===== src/sv/mrcc_pkg.sv =====
// Shared types, constants and the CRC table function for the Modbus RTU frame checker.
`default_nettype none

package mrcc_pkg;

  localparam logic       CMD_REQUEST  = 1'b0;
  localparam logic       CMD_REPLY    = 1'b1;

  localparam logic       KIND_BYTE    = 1'b0;
  localparam logic       KIND_VERDICT = 1'b1;

  localparam logic [1:0] VERDICT_OK        = 2'd0;
  localparam logic [1:0] VERDICT_SHORT     = 2'd1;
  localparam logic [1:0] VERDICT_CRC_BAD   = 2'd2;
  localparam logic [1:0] VERDICT_MISMATCH  = 2'd3;

  localparam logic [7:0]  CRC_PRESET = 8'hFF;
  localparam logic [15:0] CRC_POLY   = 16'hA001;
  localparam int          MIN_LEN    = 5;

  // Register index of the slave address, taken from the word address.
  localparam logic REG_SLAVE_ADDR = 1'b0;

  // One job handed from the front to the back; it expands into one to three results.
  typedef struct packed {
    logic       is_verdict;
    logic [1:0] verdict;
    logic       echo_en;
    logic       crc_en;
    logic [7:0] echo_byte;
    logic [7:0] crc_hi;
    logic [7:0] crc_lo;
  } job_t;

  // Entry of the reflected 0xA001 table; an XOR network in hardware.
  function automatic logic [15:0] crc_entry(input logic [7:0] idx);
    logic [15:0] t;
    t = {8'h00, idx};
    for (int i = 0; i < 8; i++) begin
      if (t[0]) begin
        t = (t >> 1) ^ CRC_POLY;
      end else begin
        t = t >> 1;
      end
    end
    return t;
  endfunction

endpackage

`default_nettype wire


===== src/sv/mrcc_front.sv =====
// Front end: accepts frame bytes, keeps the CRC and frame state, and builds result jobs.
`default_nettype none

module mrcc_front import mrcc_pkg::*; #(
  parameter int FRAME_MAX = 256
) (
  input  wire logic       clk,
  input  wire logic       rst_n,
  input  wire logic       in_valid,
  output logic            in_ready,
  input  wire logic       in_cmd,
  input  wire logic [7:0] in_data_byte,
  input  wire logic       in_last_byte,
  input  wire logic [7:0] slave_address,
  input  wire logic       q_full,
  output logic            push,
  output job_t            job
);

  localparam int CNT_W = $clog2(FRAME_MAX + 1);
  localparam logic [CNT_W-1:0] CNT_MAX = CNT_W'(FRAME_MAX);

  logic [7:0]       crc_hi_r, crc_hi_nxt;
  logic [7:0]       crc_lo_r, crc_lo_nxt;
  logic [CNT_W-1:0] cnt_r, cnt_nxt;
  logic [7:0]       dly_old_r, dly_old_nxt;
  logic [7:0]       dly_new_r, dly_new_nxt;
  logic [7:0]       rep_addr_r, rep_addr_nxt;
  logic [7:0]       rep_func_r, rep_func_nxt;
  logic [7:0]       exp_func_r, exp_func_nxt;

  logic             accept;
  logic             keep;
  logic             is_req;
  logic             feed_en;
  logic [7:0]       feed_byte;
  logic [15:0]      tab;
  logic [7:0]       crc_hi_upd, crc_lo_upd;
  logic [CNT_W-1:0] cnt_upd;
  logic [7:0]       dly_old_upd, dly_new_upd;
  logic [1:0]       verdict;

  assign in_ready = !q_full;
  assign accept   = in_valid && !q_full;
  assign is_req   = (in_cmd == CMD_REQUEST);
  assign keep     = cnt_r < CNT_MAX;

  // Reply bytes reach the CRC two bytes late, so the CRC never covers the trailer.
  assign feed_byte = is_req ? in_data_byte : dly_old_r;
  assign feed_en   = keep && (is_req || cnt_r >= CNT_W'(2));
  assign tab       = crc_entry(crc_hi_r ^ feed_byte);

  always_comb begin
    crc_hi_upd  = crc_hi_r;
    crc_lo_upd  = crc_lo_r;
    cnt_upd     = cnt_r;
    dly_old_upd = dly_old_r;
    dly_new_upd = dly_new_r;
    rep_addr_nxt = rep_addr_r;
    rep_func_nxt = rep_func_r;
    exp_func_nxt = exp_func_r;
    if (feed_en) begin
      crc_hi_upd = crc_lo_r ^ tab[7:0];
      crc_lo_upd = tab[15:8];
    end
    if (keep) begin
      cnt_upd = cnt_r + CNT_W'(1);
      if (is_req) begin
        if (cnt_r == CNT_W'(1)) begin
          exp_func_nxt = in_data_byte;
        end
      end else begin
        if (cnt_r == '0) begin
          rep_addr_nxt = in_data_byte;
        end else if (cnt_r == CNT_W'(1)) begin
          rep_func_nxt = in_data_byte;
        end
        dly_old_upd = dly_new_r;
        dly_new_upd = in_data_byte;
      end
    end
  end

  always_comb begin
    priority if (cnt_upd < CNT_W'(MIN_LEN)) begin
      verdict = VERDICT_SHORT;
    end else if (crc_hi_upd != dly_old_upd || crc_lo_upd != dly_new_upd) begin
      verdict = VERDICT_CRC_BAD;
    end else if (rep_addr_nxt != slave_address || rep_func_nxt != exp_func_r) begin
      verdict = VERDICT_MISMATCH;
    end else begin
      verdict = VERDICT_OK;
    end
  end

  always_comb begin
    if (in_last_byte) begin
      crc_hi_nxt  = CRC_PRESET;
      crc_lo_nxt  = CRC_PRESET;
      cnt_nxt     = '0;
      dly_old_nxt = '0;
      dly_new_nxt = '0;
    end else begin
      crc_hi_nxt  = crc_hi_upd;
      crc_lo_nxt  = crc_lo_upd;
      cnt_nxt     = cnt_upd;
      dly_old_nxt = dly_old_upd;
      dly_new_nxt = dly_new_upd;
    end
  end

  assign push = accept && (is_req ? (keep || in_last_byte) : in_last_byte);

  always_comb begin
    job.is_verdict = !is_req;
    job.verdict    = verdict;
    job.echo_en    = is_req && keep;
    job.crc_en     = is_req && in_last_byte;
    job.echo_byte  = in_data_byte;
    job.crc_hi     = crc_hi_upd;
    job.crc_lo     = crc_lo_upd;
  end

  always_ff @(posedge clk) begin
    if (!rst_n) begin
      crc_hi_r   <= CRC_PRESET;
      crc_lo_r   <= CRC_PRESET;
      cnt_r      <= '0;
      dly_old_r  <= '0;
      dly_new_r  <= '0;
      rep_addr_r <= '0;
      rep_func_r <= '0;
      exp_func_r <= '0;
    end else if (accept) begin
      crc_hi_r   <= crc_hi_nxt;
      crc_lo_r   <= crc_lo_nxt;
      cnt_r      <= cnt_nxt;
      dly_old_r  <= dly_old_nxt;
      dly_new_r  <= dly_new_nxt;
      rep_addr_r <= rep_addr_nxt;
      rep_func_r <= rep_func_nxt;
      exp_func_r <= exp_func_nxt;
    end
  end

  a_cnt_bounded: assert property (@(posedge clk) disable iff (!rst_n)
    cnt_r <= CNT_MAX)
    else $error("frame byte count exceeds the buffer size");

  a_last_clears: assert property (@(posedge clk) disable iff (!rst_n)
    accept && in_last_byte |=> cnt_r == '0 && crc_hi_r == CRC_PRESET && crc_lo_r == CRC_PRESET)
    else $error("frame state not cleared after the last byte");

  a_push_needs_room: assert property (@(posedge clk) disable iff (!rst_n)
    push |-> !q_full)
    else $error("job pushed into a full queue");

endmodule

`default_nettype wire


===== src/sv/mrcc_queue.sv =====
// Short job queue between the front end and the result sequencer.
`default_nettype none

module mrcc_queue import mrcc_pkg::*; #(
  parameter int DEPTH = 4
) (
  input  wire logic clk,
  input  wire logic rst_n,
  input  wire logic push,
  input  job_t      push_job,
  input  wire logic pop,
  output job_t      head_job,
  output logic      full,
  output logic      empty
);

  localparam int PTR_W = (DEPTH > 1) ? $clog2(DEPTH) : 1;
  localparam int CNT_W = $clog2(DEPTH + 1);
  localparam logic [PTR_W-1:0] PTR_LAST = PTR_W'(DEPTH - 1);

  job_t             mem [DEPTH];
  logic [PTR_W-1:0] wptr_r, wptr_nxt;
  logic [PTR_W-1:0] rptr_r, rptr_nxt;
  logic [CNT_W-1:0] cnt_r, cnt_nxt;
  logic             do_push, do_pop;

  assign full     = (cnt_r == CNT_W'(DEPTH));
  assign empty    = (cnt_r == '0);
  assign do_push  = push && !full;
  assign do_pop   = pop && !empty;
  assign head_job = mem[rptr_r];

  always_comb begin
    wptr_nxt = wptr_r;
    rptr_nxt = rptr_r;
    cnt_nxt  = cnt_r;
    if (do_push) begin
      wptr_nxt = (wptr_r == PTR_LAST) ? '0 : wptr_r + PTR_W'(1);
    end
    if (do_pop) begin
      rptr_nxt = (rptr_r == PTR_LAST) ? '0 : rptr_r + PTR_W'(1);
    end
    if (do_push && !do_pop) begin
      cnt_nxt = cnt_r + CNT_W'(1);
    end else if (do_pop && !do_push) begin
      cnt_nxt = cnt_r - CNT_W'(1);
    end
  end

  always_ff @(posedge clk) begin
    if (do_push) begin
      mem[wptr_r] <= push_job;
    end
  end

  always_ff @(posedge clk) begin
    if (!rst_n) begin
      wptr_r <= '0;
      rptr_r <= '0;
      cnt_r  <= '0;
    end else begin
      wptr_r <= wptr_nxt;
      rptr_r <= rptr_nxt;
      cnt_r  <= cnt_nxt;
    end
  end

  a_cnt_in_range: assert property (@(posedge clk) disable iff (!rst_n)
    cnt_r <= CNT_W'(DEPTH))
    else $error("queue fill count out of range");

  a_no_pop_empty: assert property (@(posedge clk) disable iff (!rst_n)
    pop |-> !empty)
    else $error("pop from an empty queue");

endmodule

`default_nettype wire


===== src/sv/mrcc_back.sv =====
// Result sequencer: expands each queued job into its results behind an output register.
`default_nettype none

module mrcc_back import mrcc_pkg::*; (
  input  wire logic clk,
  input  wire logic rst_n,
  input  job_t      head_job,
  input  wire logic q_empty,
  output logic      pop,
  output logic      out_valid,
  input  wire logic out_ready,
  output logic       out_kind,
  output logic [7:0] out_out_byte,
  output logic       out_end_of_run,
  output logic [1:0] out_verdict
);

  logic       valid_r, valid_nxt;
  logic [1:0] seq_r, seq_nxt;
  logic       kind_r, kind_nxt;
  logic [7:0] byte_r, byte_nxt;
  logic       end_r, end_nxt;
  logic [1:0] verdict_r, verdict_nxt;

  logic       load, take;
  logic [1:0] n_res;
  logic       last_of_job;
  logic       at_crc_hi;

  assign load = !valid_r || out_ready;
  assign take = load && !q_empty;

  // A request job is an optional echo byte followed by an optional CRC pair.
  assign n_res = head_job.is_verdict ? 2'd1
               : ({1'b0, head_job.echo_en} + (head_job.crc_en ? 2'd2 : 2'd0));
  assign last_of_job = (seq_r == n_res - 2'd1);
  assign at_crc_hi   = (seq_r == {1'b0, head_job.echo_en});
  assign pop         = take && last_of_job;

  always_comb begin
    valid_nxt   = valid_r;
    seq_nxt     = seq_r;
    kind_nxt    = kind_r;
    byte_nxt    = byte_r;
    end_nxt     = end_r;
    verdict_nxt = verdict_r;
    if (take) begin
      valid_nxt = 1'b1;
      seq_nxt   = last_of_job ? 2'd0 : seq_r + 2'd1;
      if (head_job.is_verdict) begin
        kind_nxt    = KIND_VERDICT;
        byte_nxt    = 8'h00;
        end_nxt     = 1'b1;
        verdict_nxt = head_job.verdict;
      end else begin
        kind_nxt    = KIND_BYTE;
        verdict_nxt = VERDICT_OK;
        if (head_job.echo_en && seq_r == 2'd0) begin
          byte_nxt = head_job.echo_byte;
          end_nxt  = !head_job.crc_en;
        end else if (at_crc_hi) begin
          byte_nxt = head_job.crc_hi;
          end_nxt  = 1'b0;
        end else begin
          byte_nxt = head_job.crc_lo;
          end_nxt  = 1'b1;
        end
      end
    end else if (load) begin
      valid_nxt = 1'b0;
    end
  end

  always_ff @(posedge clk) begin
    if (!rst_n) begin
      valid_r <= 1'b0;
      seq_r   <= 2'd0;
    end else begin
      valid_r <= valid_nxt;
      seq_r   <= seq_nxt;
    end
  end

  always_ff @(posedge clk) begin
    kind_r    <= kind_nxt;
    byte_r    <= byte_nxt;
    end_r     <= end_nxt;
    verdict_r <= verdict_nxt;
  end

  assign out_valid      = valid_r;
  assign out_kind       = kind_r;
  assign out_out_byte   = byte_r;
  assign out_end_of_run = end_r;
  assign out_verdict    = verdict_r;

  a_seq_in_job: assert property (@(posedge clk) disable iff (!rst_n)
    !q_empty |-> seq_r < n_res)
    else $error("result index runs past the end of its job");

  a_seq_idle_zero: assert property (@(posedge clk) disable iff (!rst_n)
    q_empty |-> seq_r == 2'd0)
    else $error("result index left nonzero with no job pending");

endmodule

`default_nettype wire


===== src/sv/modbus_rtu_frame_crc_checker_core.sv =====
// A result passes through the job queue and then the output register to out_valid.
// Throughput: one input byte per cycle while the queue has room; results leave one
// per cycle through the output register while out_ready is high. The job queue
// (QUEUE_DEPTH entries) absorbs output stalls and a request's final echo and CRC pair.
// Reset: synchronous on rst_n low; CRC preset, counters, queue and the slave
// address register (to 1) are set directly, with no clearing pass.
`default_nettype none

module modbus_rtu_frame_crc_checker_core import mrcc_pkg::*; #(
  parameter int FRAME_MAX   = 256,
  parameter int QUEUE_DEPTH = 4
) (
  input  wire logic        clk,
  input  wire logic        rst_n,
  input  wire logic        in_valid,
  output logic             in_ready,
  input  wire logic        in_cmd,
  input  wire logic [7:0]  in_data_byte,
  input  wire logic        in_last_byte,
  output logic             out_valid,
  input  wire logic        out_ready,
  output logic             out_kind,
  output logic [7:0]       out_out_byte,
  output logic             out_end_of_run,
  output logic [1:0]       out_verdict,
  input  wire logic        psel,
  input  wire logic        penable,
  input  wire logic        pwrite,
  input  wire logic [2:0]  paddr,
  input  wire logic [31:0] pwdata,
  output logic [31:0]      prdata,
  output logic             pready
);

  logic [7:0] slave_addr_r, slave_addr_nxt;
  logic       cfg_wr;
  logic       reg_sel;

  logic q_full, q_empty;
  logic push, pop;
  job_t push_job, head_job;

  assign pready  = 1'b1;
  assign reg_sel = (paddr[2] == REG_SLAVE_ADDR);
  assign cfg_wr  = psel && penable && pwrite && pready && reg_sel;
  assign prdata  = reg_sel ? {24'h000000, slave_addr_r} : 32'h00000000;

  assign slave_addr_nxt = cfg_wr ? pwdata[7:0] : slave_addr_r;

  always_ff @(posedge clk) begin
    if (!rst_n) begin
      slave_addr_r <= 8'h01;
    end else begin
      slave_addr_r <= slave_addr_nxt;
    end
  end

  mrcc_front #(
    .FRAME_MAX(FRAME_MAX)
  ) u_front (
    .clk          (clk),
    .rst_n        (rst_n),
    .in_valid     (in_valid),
    .in_ready     (in_ready),
    .in_cmd       (in_cmd),
    .in_data_byte (in_data_byte),
    .in_last_byte (in_last_byte),
    .slave_address(slave_addr_r),
    .q_full       (q_full),
    .push         (push),
    .job          (push_job)
  );

  mrcc_queue #(
    .DEPTH(QUEUE_DEPTH)
  ) u_queue (
    .clk     (clk),
    .rst_n   (rst_n),
    .push    (push),
    .push_job(push_job),
    .pop     (pop),
    .head_job(head_job),
    .full    (q_full),
    .empty   (q_empty)
  );

  mrcc_back u_back (
    .clk           (clk),
    .rst_n         (rst_n),
    .head_job      (head_job),
    .q_empty       (q_empty),
    .pop           (pop),
    .out_valid     (out_valid),
    .out_ready     (out_ready),
    .out_kind      (out_kind),
    .out_out_byte  (out_out_byte),
    .out_end_of_run(out_end_of_run),
    .out_verdict   (out_verdict)
  );

endmodule

`default_nettype wire

===== config.mk =====
export PLATFORM = sky130hd
export DESIGN_NAME = modbus_rtu_frame_crc_checker_core
export DESIGN_NICKNAME = d
export VERILOG_FILES = /design/src/sv/mrcc_pkg.sv /design/src/sv/mrcc_front.sv /design/src/sv/mrcc_queue.sv /design/src/sv/mrcc_back.sv /design/src/sv/modbus_rtu_frame_crc_checker_core.sv
export SDC_FILE = /design/constraint.sdc
export NUM_CORES = 1
export LEC_CHECK = 0
export BUFFER_PORTS_ARGS = -buffer_cell sky130_fd_sc_hd__buf_4
export CAP_MARGIN = 5
export CORE_AREA = 2 2 150 152
export CTS_CLUSTER_DIAMETER = 100
export DETAILED_ROUTE_END_ITERATION = 16
export DIE_AREA = 0 0 152 154
export HOLD_SLACK_MARGIN = 0.05
export PLACE_DENSITY = 0.68
export SLEW_MARGIN = 15
export SYNTH_ARGS = -nofsm -noshare
export SYNTH_HDL_FRONTEND = slang
export SYNTH_HIERARCHICAL = 1
export SYNTH_SLANG_ARGS = --single-unit

===== constraint.sdc =====
create_clock -name clk -period 8.9 [get_ports clk]
set_input_delay 0.445 -clock clk [delete_from_list [all_inputs] [get_ports clk]]
set_output_delay 0.445 -clock clk [all_outputs]
set_load 0.05 [all_outputs]

=== Yosys cells after proc, flatten, opt, wreduce, memory -nomap -nowiden ===
Memory sizes are Yosys's and may differ from the RTL's. A register that Yosys moved wholly into a read port is not among the register bits.
Index checks and enable logic that the tools add are counted.

* Register bits: 95
* RAM bits: 116
* Bits of input ports: 52
* Memories kept: 1

* $add $sub $neg: 8
* Magnitude comparators: 3
* Eq/ne operators: 10
* Muxes and demuxes: 51
* Bitwise operators: 12
* Reductions and logical operators: 32

{| class="wikitable"
|+ Memories
! memory !! words !! bits a word !! rd ports !! clocked after memory_dff !! write ports !! line !! source
|-
| u_queue.mem || 4 || 29 || 1 || 1 || 1 || mrcc_queue.sv:21 || <nowiki>job_t mem [DEPTH];</nowiki>
|}

{| class="wikitable"
|+ Operator list
! kind !! number
|-
| $mux 8 || 21
|-
| $mux 16 || 8
|-
| $ne 8x8->1 || 4
|-
| $not 2->3 || 7
|-
| $mux 2 || 10
|-
| $mux 9 || 2
|-
| $xor 8x8->8 || 2
|-
| $logic_and 1x1->1 || 15
|-
| $add 9x1->9 const B || 1
|-
| $eq 9x1->1 const B || 1
|-
| $ge 9x2->1 const B || 1
|-
| $logic_not 9->1 || 1
|-
| $lt 9x3->1 const B || 1
|-
| $lt 9x9->1 const B || 1
|-
| $mux 1 || 8
|-
| $add 2x1->2 const B || 3
|-
| $logic_not 1->1 || 6
|-
| $mux 3 || 2
|-
| $logic_or 1x1->1 || 5
|-
| $eq 2x2->1 const B || 2
|-
| $reduce_and 4->1 || 1
|-
| $reduce_bool 2->1 || 2
|-
| $add 3x1->3 const B || 1
|-
| $eq 3x3->1 const B || 1
|-
| other kinds (9) || 10
|}

=== Depth between registers and ports, before layout ===
* Depth in word-level cells: 24
* Mapped depth: 14
* Mapped depth without buffers: 11

=== Cells and area by module ===
Netlist, hierarchy kept.

{| class="wikitable"
|+ By module, submodules not included
! module !! instances !! cells each !! area each (um^2) !! seq. area each (um^2)
|-
| mrcc_queue || 1 || 202 || 4673.2 || 3663.5
|-
| mrcc_front || 1 || 557 || 4580.6 || 1301.2
|-
| mrcc_back || 1 || 82 || 917.1 || 420.4
|-
| modbus_rtu_frame_crc_checker_core || 1 || 70 || 595.6 || 160.2
|}

=== Worst setup path before layout ===
No wires, ideal clock.

* Path kind: reg-to-reg
* Start point: register with a tool-made name
* End point: register u_queue.cnt_r[2]
* Data arrival time: 3132 ps
* Required time: 8824 ps
* Slack: 5692 ps
* Cell stages (with the launch flop): 14
* Period minus slack after synthesis: 3208 ps
* Cell sequence: dfxtp_1 -> buf_6 -> buf_12 -> mux4_2 -> nor2b_1 -> o211a_1 -> o21a_1 -> o31ai_1 -> ha_1 -> inv_1 -> fa_1 -> xor2_1 -> or3_1 -> a21boi_0

{| class="wikitable"
|+ RTL lines
! element !! line !! source
|-
| to (signal assigned) || mrcc_queue.sv:64 || <nowiki>cnt_r <= cnt_nxt;</nowiki>
|-
| to (decl) || mrcc_queue.sv:24 || <nowiki>logic [CNT_W-1:0] cnt_r, cnt_nxt;</nowiki>
|}

==> impl_metrics.prom <==
# TYPE chip_impl_metric gauge
chip_impl_metric{name="critPathRequiredTime",unit="ns"} 9.12
chip_impl_metric{name="final_nets",unit=""} 992
chip_impl_metric{name="clock_tree.buffer_depth",unit=""} 3
chip_impl_info{name="yosys-top-cells-area",value="sky130_fd_sc_hd__edfxtp_1, sky130_fd_sc_hd__dfxtp_1, sky130_fd_sc_hd__mux4_2"} 1
chip_impl_metric{name="final_critical_path_setup_slack",unit="ns"} 4.890
chip_impl_metric{name="grt.met3_usage",unit="%"} 2.678
chip_impl_info{name="rsz0062_at_grt",value="false"} 1
chip_impl_metric{name="path_clk_slew",unit="ns"} 0.06
chip_impl_metric{name="floorplan.die.width",unit="µm"} 152
chip_impl_metric{name="grt_pass1_vias",unit=""} 6556
chip_impl_metric{name="timing.fmax",unit="MHz"} 249.4
chip_impl_metric{name="crit_path_max_fanout",unit=""} 26
chip_impl_metric{name="first_iter_violations",unit=""} 413
chip_impl_info{name="yosys_most_used_dff",value="sky130_fd_sc_hd__edfxtp_1"} 1
chip_impl_metric{name="route.final.wire_length",unit="µm"} 22020
chip_impl_metric{name="post_cts_resized",unit=""} 0
chip_impl_metric{name="async_flop_share",unit="%"} 0
chip_impl_metric{name="finalSetupViolations",unit=""} 0
chip_impl_metric{name="postSynthCellCount",unit=""} 911
chip_impl_metric{name="routed_wire_length_per_instance",unit="µm"} 17.96
chip_impl_info{name="worst_setup_path_end_kind",value="flip-flop"} 1
chip_impl_info{name="clockRootBuffer",value="sky130_fd_sc_hd__clkbuf_16"} 1
chip_impl_metric{name="ir_worst_vdd",unit="mV"} 0.1652
chip_impl_metric{name="max_cap_violations",unit=""} 0
chip_impl_metric{name="detailedRoute.firstPassIterationCount",unit=""} 5
chip_impl_metric{name="synthDominantCellAreaShare",unit="%"} 35.70
chip_impl_metric{name="ys_seq_elements",unit=""} 213
chip_impl_metric{name="netlist-cell-type-count",unit=""} 77
chip_impl_metric{name="avgViaCountPerCell",unit=""} 5.524
chip_impl_metric{name="power.leakage",unit="µW"} 0.004290
chip_impl_metric{name="met2_usage",unit="%"} 31.62
chip_impl_metric{name="first_pass_grt_wire_length",unit="µm"} 36190
chip_impl_metric{name="grt_start_max_net_pins",unit=""} 83
chip_impl_metric{name="port_buffer_cells",unit=""} 47
chip_impl_metric{name="holdBufCountCts",unit=""} 0
chip_impl_info{name="yosys.cell_count.top_type",value="sky130_fd_sc_hd__edfxtp_1"} 1
chip_impl_info{name="cts_tree",value="yes"} 1
chip_impl_metric{name="io_pins",unit=""} 99
chip_impl_metric{name="tritoncts_num_sinks",unit=""} 213
chip_impl_metric{name="clock_insertion_delay_worst_skew",unit="ns"} 0.52
chip_impl_metric{name="hpwlAfterDp",unit="µm"} 14610
chip_impl_metric{name="synth-edff-count",unit=""} 128
chip_impl_metric{name="final_max_slew_viol_count",unit=""} 0
chip_impl_metric{name="floorplan.initialDensity",unit="%"} 49.64
chip_impl_metric{name="post_synth.cell_area_avg",unit="µm²"} 11.82
chip_impl_metric{name="synthesis.area",unit="µm²"} 10770
chip_impl_metric{name="antennaDiodeCount",unit=""} 0
chip_impl_metric{name="period_needed",unit="ns"} 4.010
chip_impl_info{name="yosys-top-cells-count",value="sky130_fd_sc_hd__edfxtp_1, sky130_fd_sc_hd__nand2_1, sky130_fd_sc_hd__dfxtp_1"} 1
chip_impl_info{name="setup.worst_path.start_class",value="flip-flop"} 1
chip_impl_metric{name="core_area",unit="µm²"} 21690
chip_impl_metric{name="antenna_left",unit=""} 0
chip_impl_metric{name="detailedPlace.worstSlack",unit="ns"} 4.883
chip_impl_metric{name="post-route-util",unit="%"} 54.53
chip_impl_metric{name="grt_overflow",unit=""} 0
chip_impl_metric{name="synth.yosys.seq_area_share",unit="%"} 51.50
chip_impl_metric{name="groute.usage.overall",unit="%"} 19.02
chip_impl_metric{name="die_area",unit="µm²"} 23410
chip_impl_metric{name="cts_max_level",unit=""} 1
chip_impl_metric{name="weighted_congestion_reported_at_the_end_of_routability_driven_placement",unit=""} 0.9168
chip_impl_metric{name="drc_errors",unit=""} 0
chip_impl_info{name="timing.hold.worst.class",value="in -> reg"} 1
chip_impl_metric{name="placementRows",unit=""} 54
chip_impl_metric{name="drive_gt1_share",unit="%"} 17.02
chip_impl_metric{name="min_period_over_period",unit="%"} 45.06
chip_impl_metric{name="antenna_found_initial",unit=""} 0
chip_impl_metric{name="worst_slew_margin_relative_to_its_limit",unit="%"} 30.17
chip_impl_metric{name="layout-area-overhead-vs-synth",unit="%"} 9.855
chip_impl_metric{name="die_h",unit="µm"} 154
chip_impl_info{name="top_usage_layer",value="met2"} 1
chip_impl_info{name="status",value="completed"} 1
chip_impl_metric{name="power.density",unit="nW/µm²"} 274.6
chip_impl_metric{name="vias",unit=""} 6772
chip_impl_info{name="post-synth-top-area-cell",value="sky130_fd_sc_hd__edfxtp_1"} 1
chip_impl_metric{name="arrival_time_worst_endpoint",unit="ns"} 4.23
chip_impl_info{name="crit_type",value="reg -> reg"} 1
chip_impl_metric{name="hold_violations",unit=""} 0
chip_impl_metric{name="cts_setup_buffers",unit=""} 0
chip_impl_metric{name="max_slew.worst_pin.slew",unit="ns"} 1.040
chip_impl_metric{name="whs",unit="ns"} 0.1844
chip_impl_metric{name="use_met1",unit="%"} 26.47
chip_impl_metric{name="yosys_warnings",unit=""} 6
chip_impl_metric{name="cts_buffers",unit=""} 23
chip_impl_metric{name="fin_worst_skew",unit="ns"} 0.008567
chip_impl_metric{name="setup_tns",unit="ns"} 0
worst paths after layout:
kind,start,endpoint,slack [ns],cells past startpoint
worst min-delay path,pwdata[5],slave_addr_r[5],0.18,3
worst min register to register,u_front/rep_addr_r[7],u_front/rep_addr_r[7],0.47,2
worst max register to register,u_front/cnt_r[2],u_queue/mem[0][26],4.89,8
worst max-delay path,u_front/cnt_r[2],u_queue/mem[0][26],4.89,8
worst max-delay path, cell delays in order, from the launching register on:
cell and delay, ns:
sky130_fd_sc_hd__dfxtp_1 0.38, sky130_fd_sc_hd__nor4_2 0.40, sky130_fd_sc_hd__a41o_1 0.86, sky130_fd_sc_hd__mux2i_1 0.47, sky130_fd_sc_hd__xnor2_1 0.19, sky130_fd_sc_hd__o2111ai_1 0.13
sky130_fd_sc_hd__nor4_1 0.36, sky130_fd_sc_hd__nand4_1 0.27, sky130_fd_sc_hd__o31ai_1 0.66
through the flow:
stage | cell area (µm²) | total power [µW] | std cells
floorplan | 10850 | 2131 | 934
global placement | 11090 | 2331 | 1184
detailed placement | 11090 | 2349 | 1184
CTS | 11830 | 3282 | 1226
global route | 11830 | 3411 | 1226
finish | 11830 | 3247 | 1226
cells by family (layout without fill, tap and decap cells):
kind of cell | after synthesis | after routing | synth area share, %
flops | 213 | 213 | 51.50
mux | 84 | 84 | 11.66
fa+ha+maj | 11 | 11 | 1.348
other cells | 2 | 25 | 0.06975
buf+inv | 110 | 122 | 5.822
compound gates | 142 | 142 | 9.495
simple gates | 281 | 281 | 13.05
xor+xnor | 68 | 68 | 7.054
layer usage:
metal / routed length [µm] / share of wire (%)
met1: 10380 / 47
met3: 874 / 4.0
met2: 10290 / 47
met5: 0 / 0
met4: 475 / 2.2
layout by cell type (no fill, tap or decap), types with 4 or more instances in the layout:
cell	netlist	layout
sky130_fd_sc_hd__a211oi_2	8	8
sky130_fd_sc_hd__a21boi_0	20	20
sky130_fd_sc_hd__a21oi_1	6	6
sky130_fd_sc_hd__a22oi_1	15	15
sky130_fd_sc_hd__a31oi_1	4	4
sky130_fd_sc_hd__and2_1	17	17
sky130_fd_sc_hd__and2b_2	8	8
sky130_fd_sc_hd__buf_4	38	57
sky130_fd_sc_hd__clkbuf_1	26	7
sky130_fd_sc_hd__clkbuf_16	0	23
sky130_fd_sc_hd__clkinv_2	0	5
sky130_fd_sc_hd__conb_1	2	25
sky130_fd_sc_hd__dfxtp_1	85	84
sky130_fd_sc_hd__edfxtp_1	128	128
sky130_fd_sc_hd__ha_1	10	10
sky130_fd_sc_hd__inv_1	23	23
sky130_fd_sc_hd__mux2i_1	48	48
sky130_fd_sc_hd__mux4_2	28	28
sky130_fd_sc_hd__nand2_1	106	106
sky130_fd_sc_hd__nand3_1	16	16
sky130_fd_sc_hd__nand4_1	13	13
sky130_fd_sc_hd__nor2_1	45	45
sky130_fd_sc_hd__nor2b_1	34	34
sky130_fd_sc_hd__nor3_1	8	8
sky130_fd_sc_hd__nor4_1	14	14
sky130_fd_sc_hd__o211ai_1	8	8
sky130_fd_sc_hd__o21a_1	5	5
sky130_fd_sc_hd__o21ai_0	38	37
sky130_fd_sc_hd__o21bai_1	9	9
sky130_fd_sc_hd__or3_1	4	4
sky130_fd_sc_hd__xnor2_1	33	33
sky130_fd_sc_hd__xnor2_2	5	5
sky130_fd_sc_hd__xnor3_1	4	4
sky130_fd_sc_hd__xor2_1	20	20
layout make-up:
cell class	count	area, µm²
fillers	1830	9861
well taps	280	350.3
multi-input cells	611	4681
inverters	23	86.33
repair buffers	57	427.9
clock inverters	12	133.9
flip-flops and latches	213	5547
clock buffers	30	601.8
registers in the layout (all words and copies together), names as in the netlist, named ones only:
signal	flops
u_back/seq_r	2
u_queue/mem	116
u_back/out_out_byte	8
u_front/exp_func_r	8
u_front/crc_lo_r	8
u_front/rep_func_r	8
slave_addr_r	8
u_front/dly_old_r	8
u_front/cnt_r	9
u_front/dly_new_r	8
u_back/out_verdict	2
u_queue/cnt_r	3
u_back/out_valid	1
u_front/rep_addr_r	8
u_front/crc_hi_r	8
u_queue/wptr_r	2
u_back/out_end_of_run	1
u_back/out_kind	1
u_queue/rptr_r	2
report_power, final:
group / switching (µW) / leakage [µW] / internal (µW)
clock: 384 / 0.000359 / 541
sequential: 62.8 / 0.00184 / 1220
combinational: 649 / 0.00209 / 395
total: 1100 / 0.00429 / 2150
Note: power is estimated with default switching activity, not from simulation.
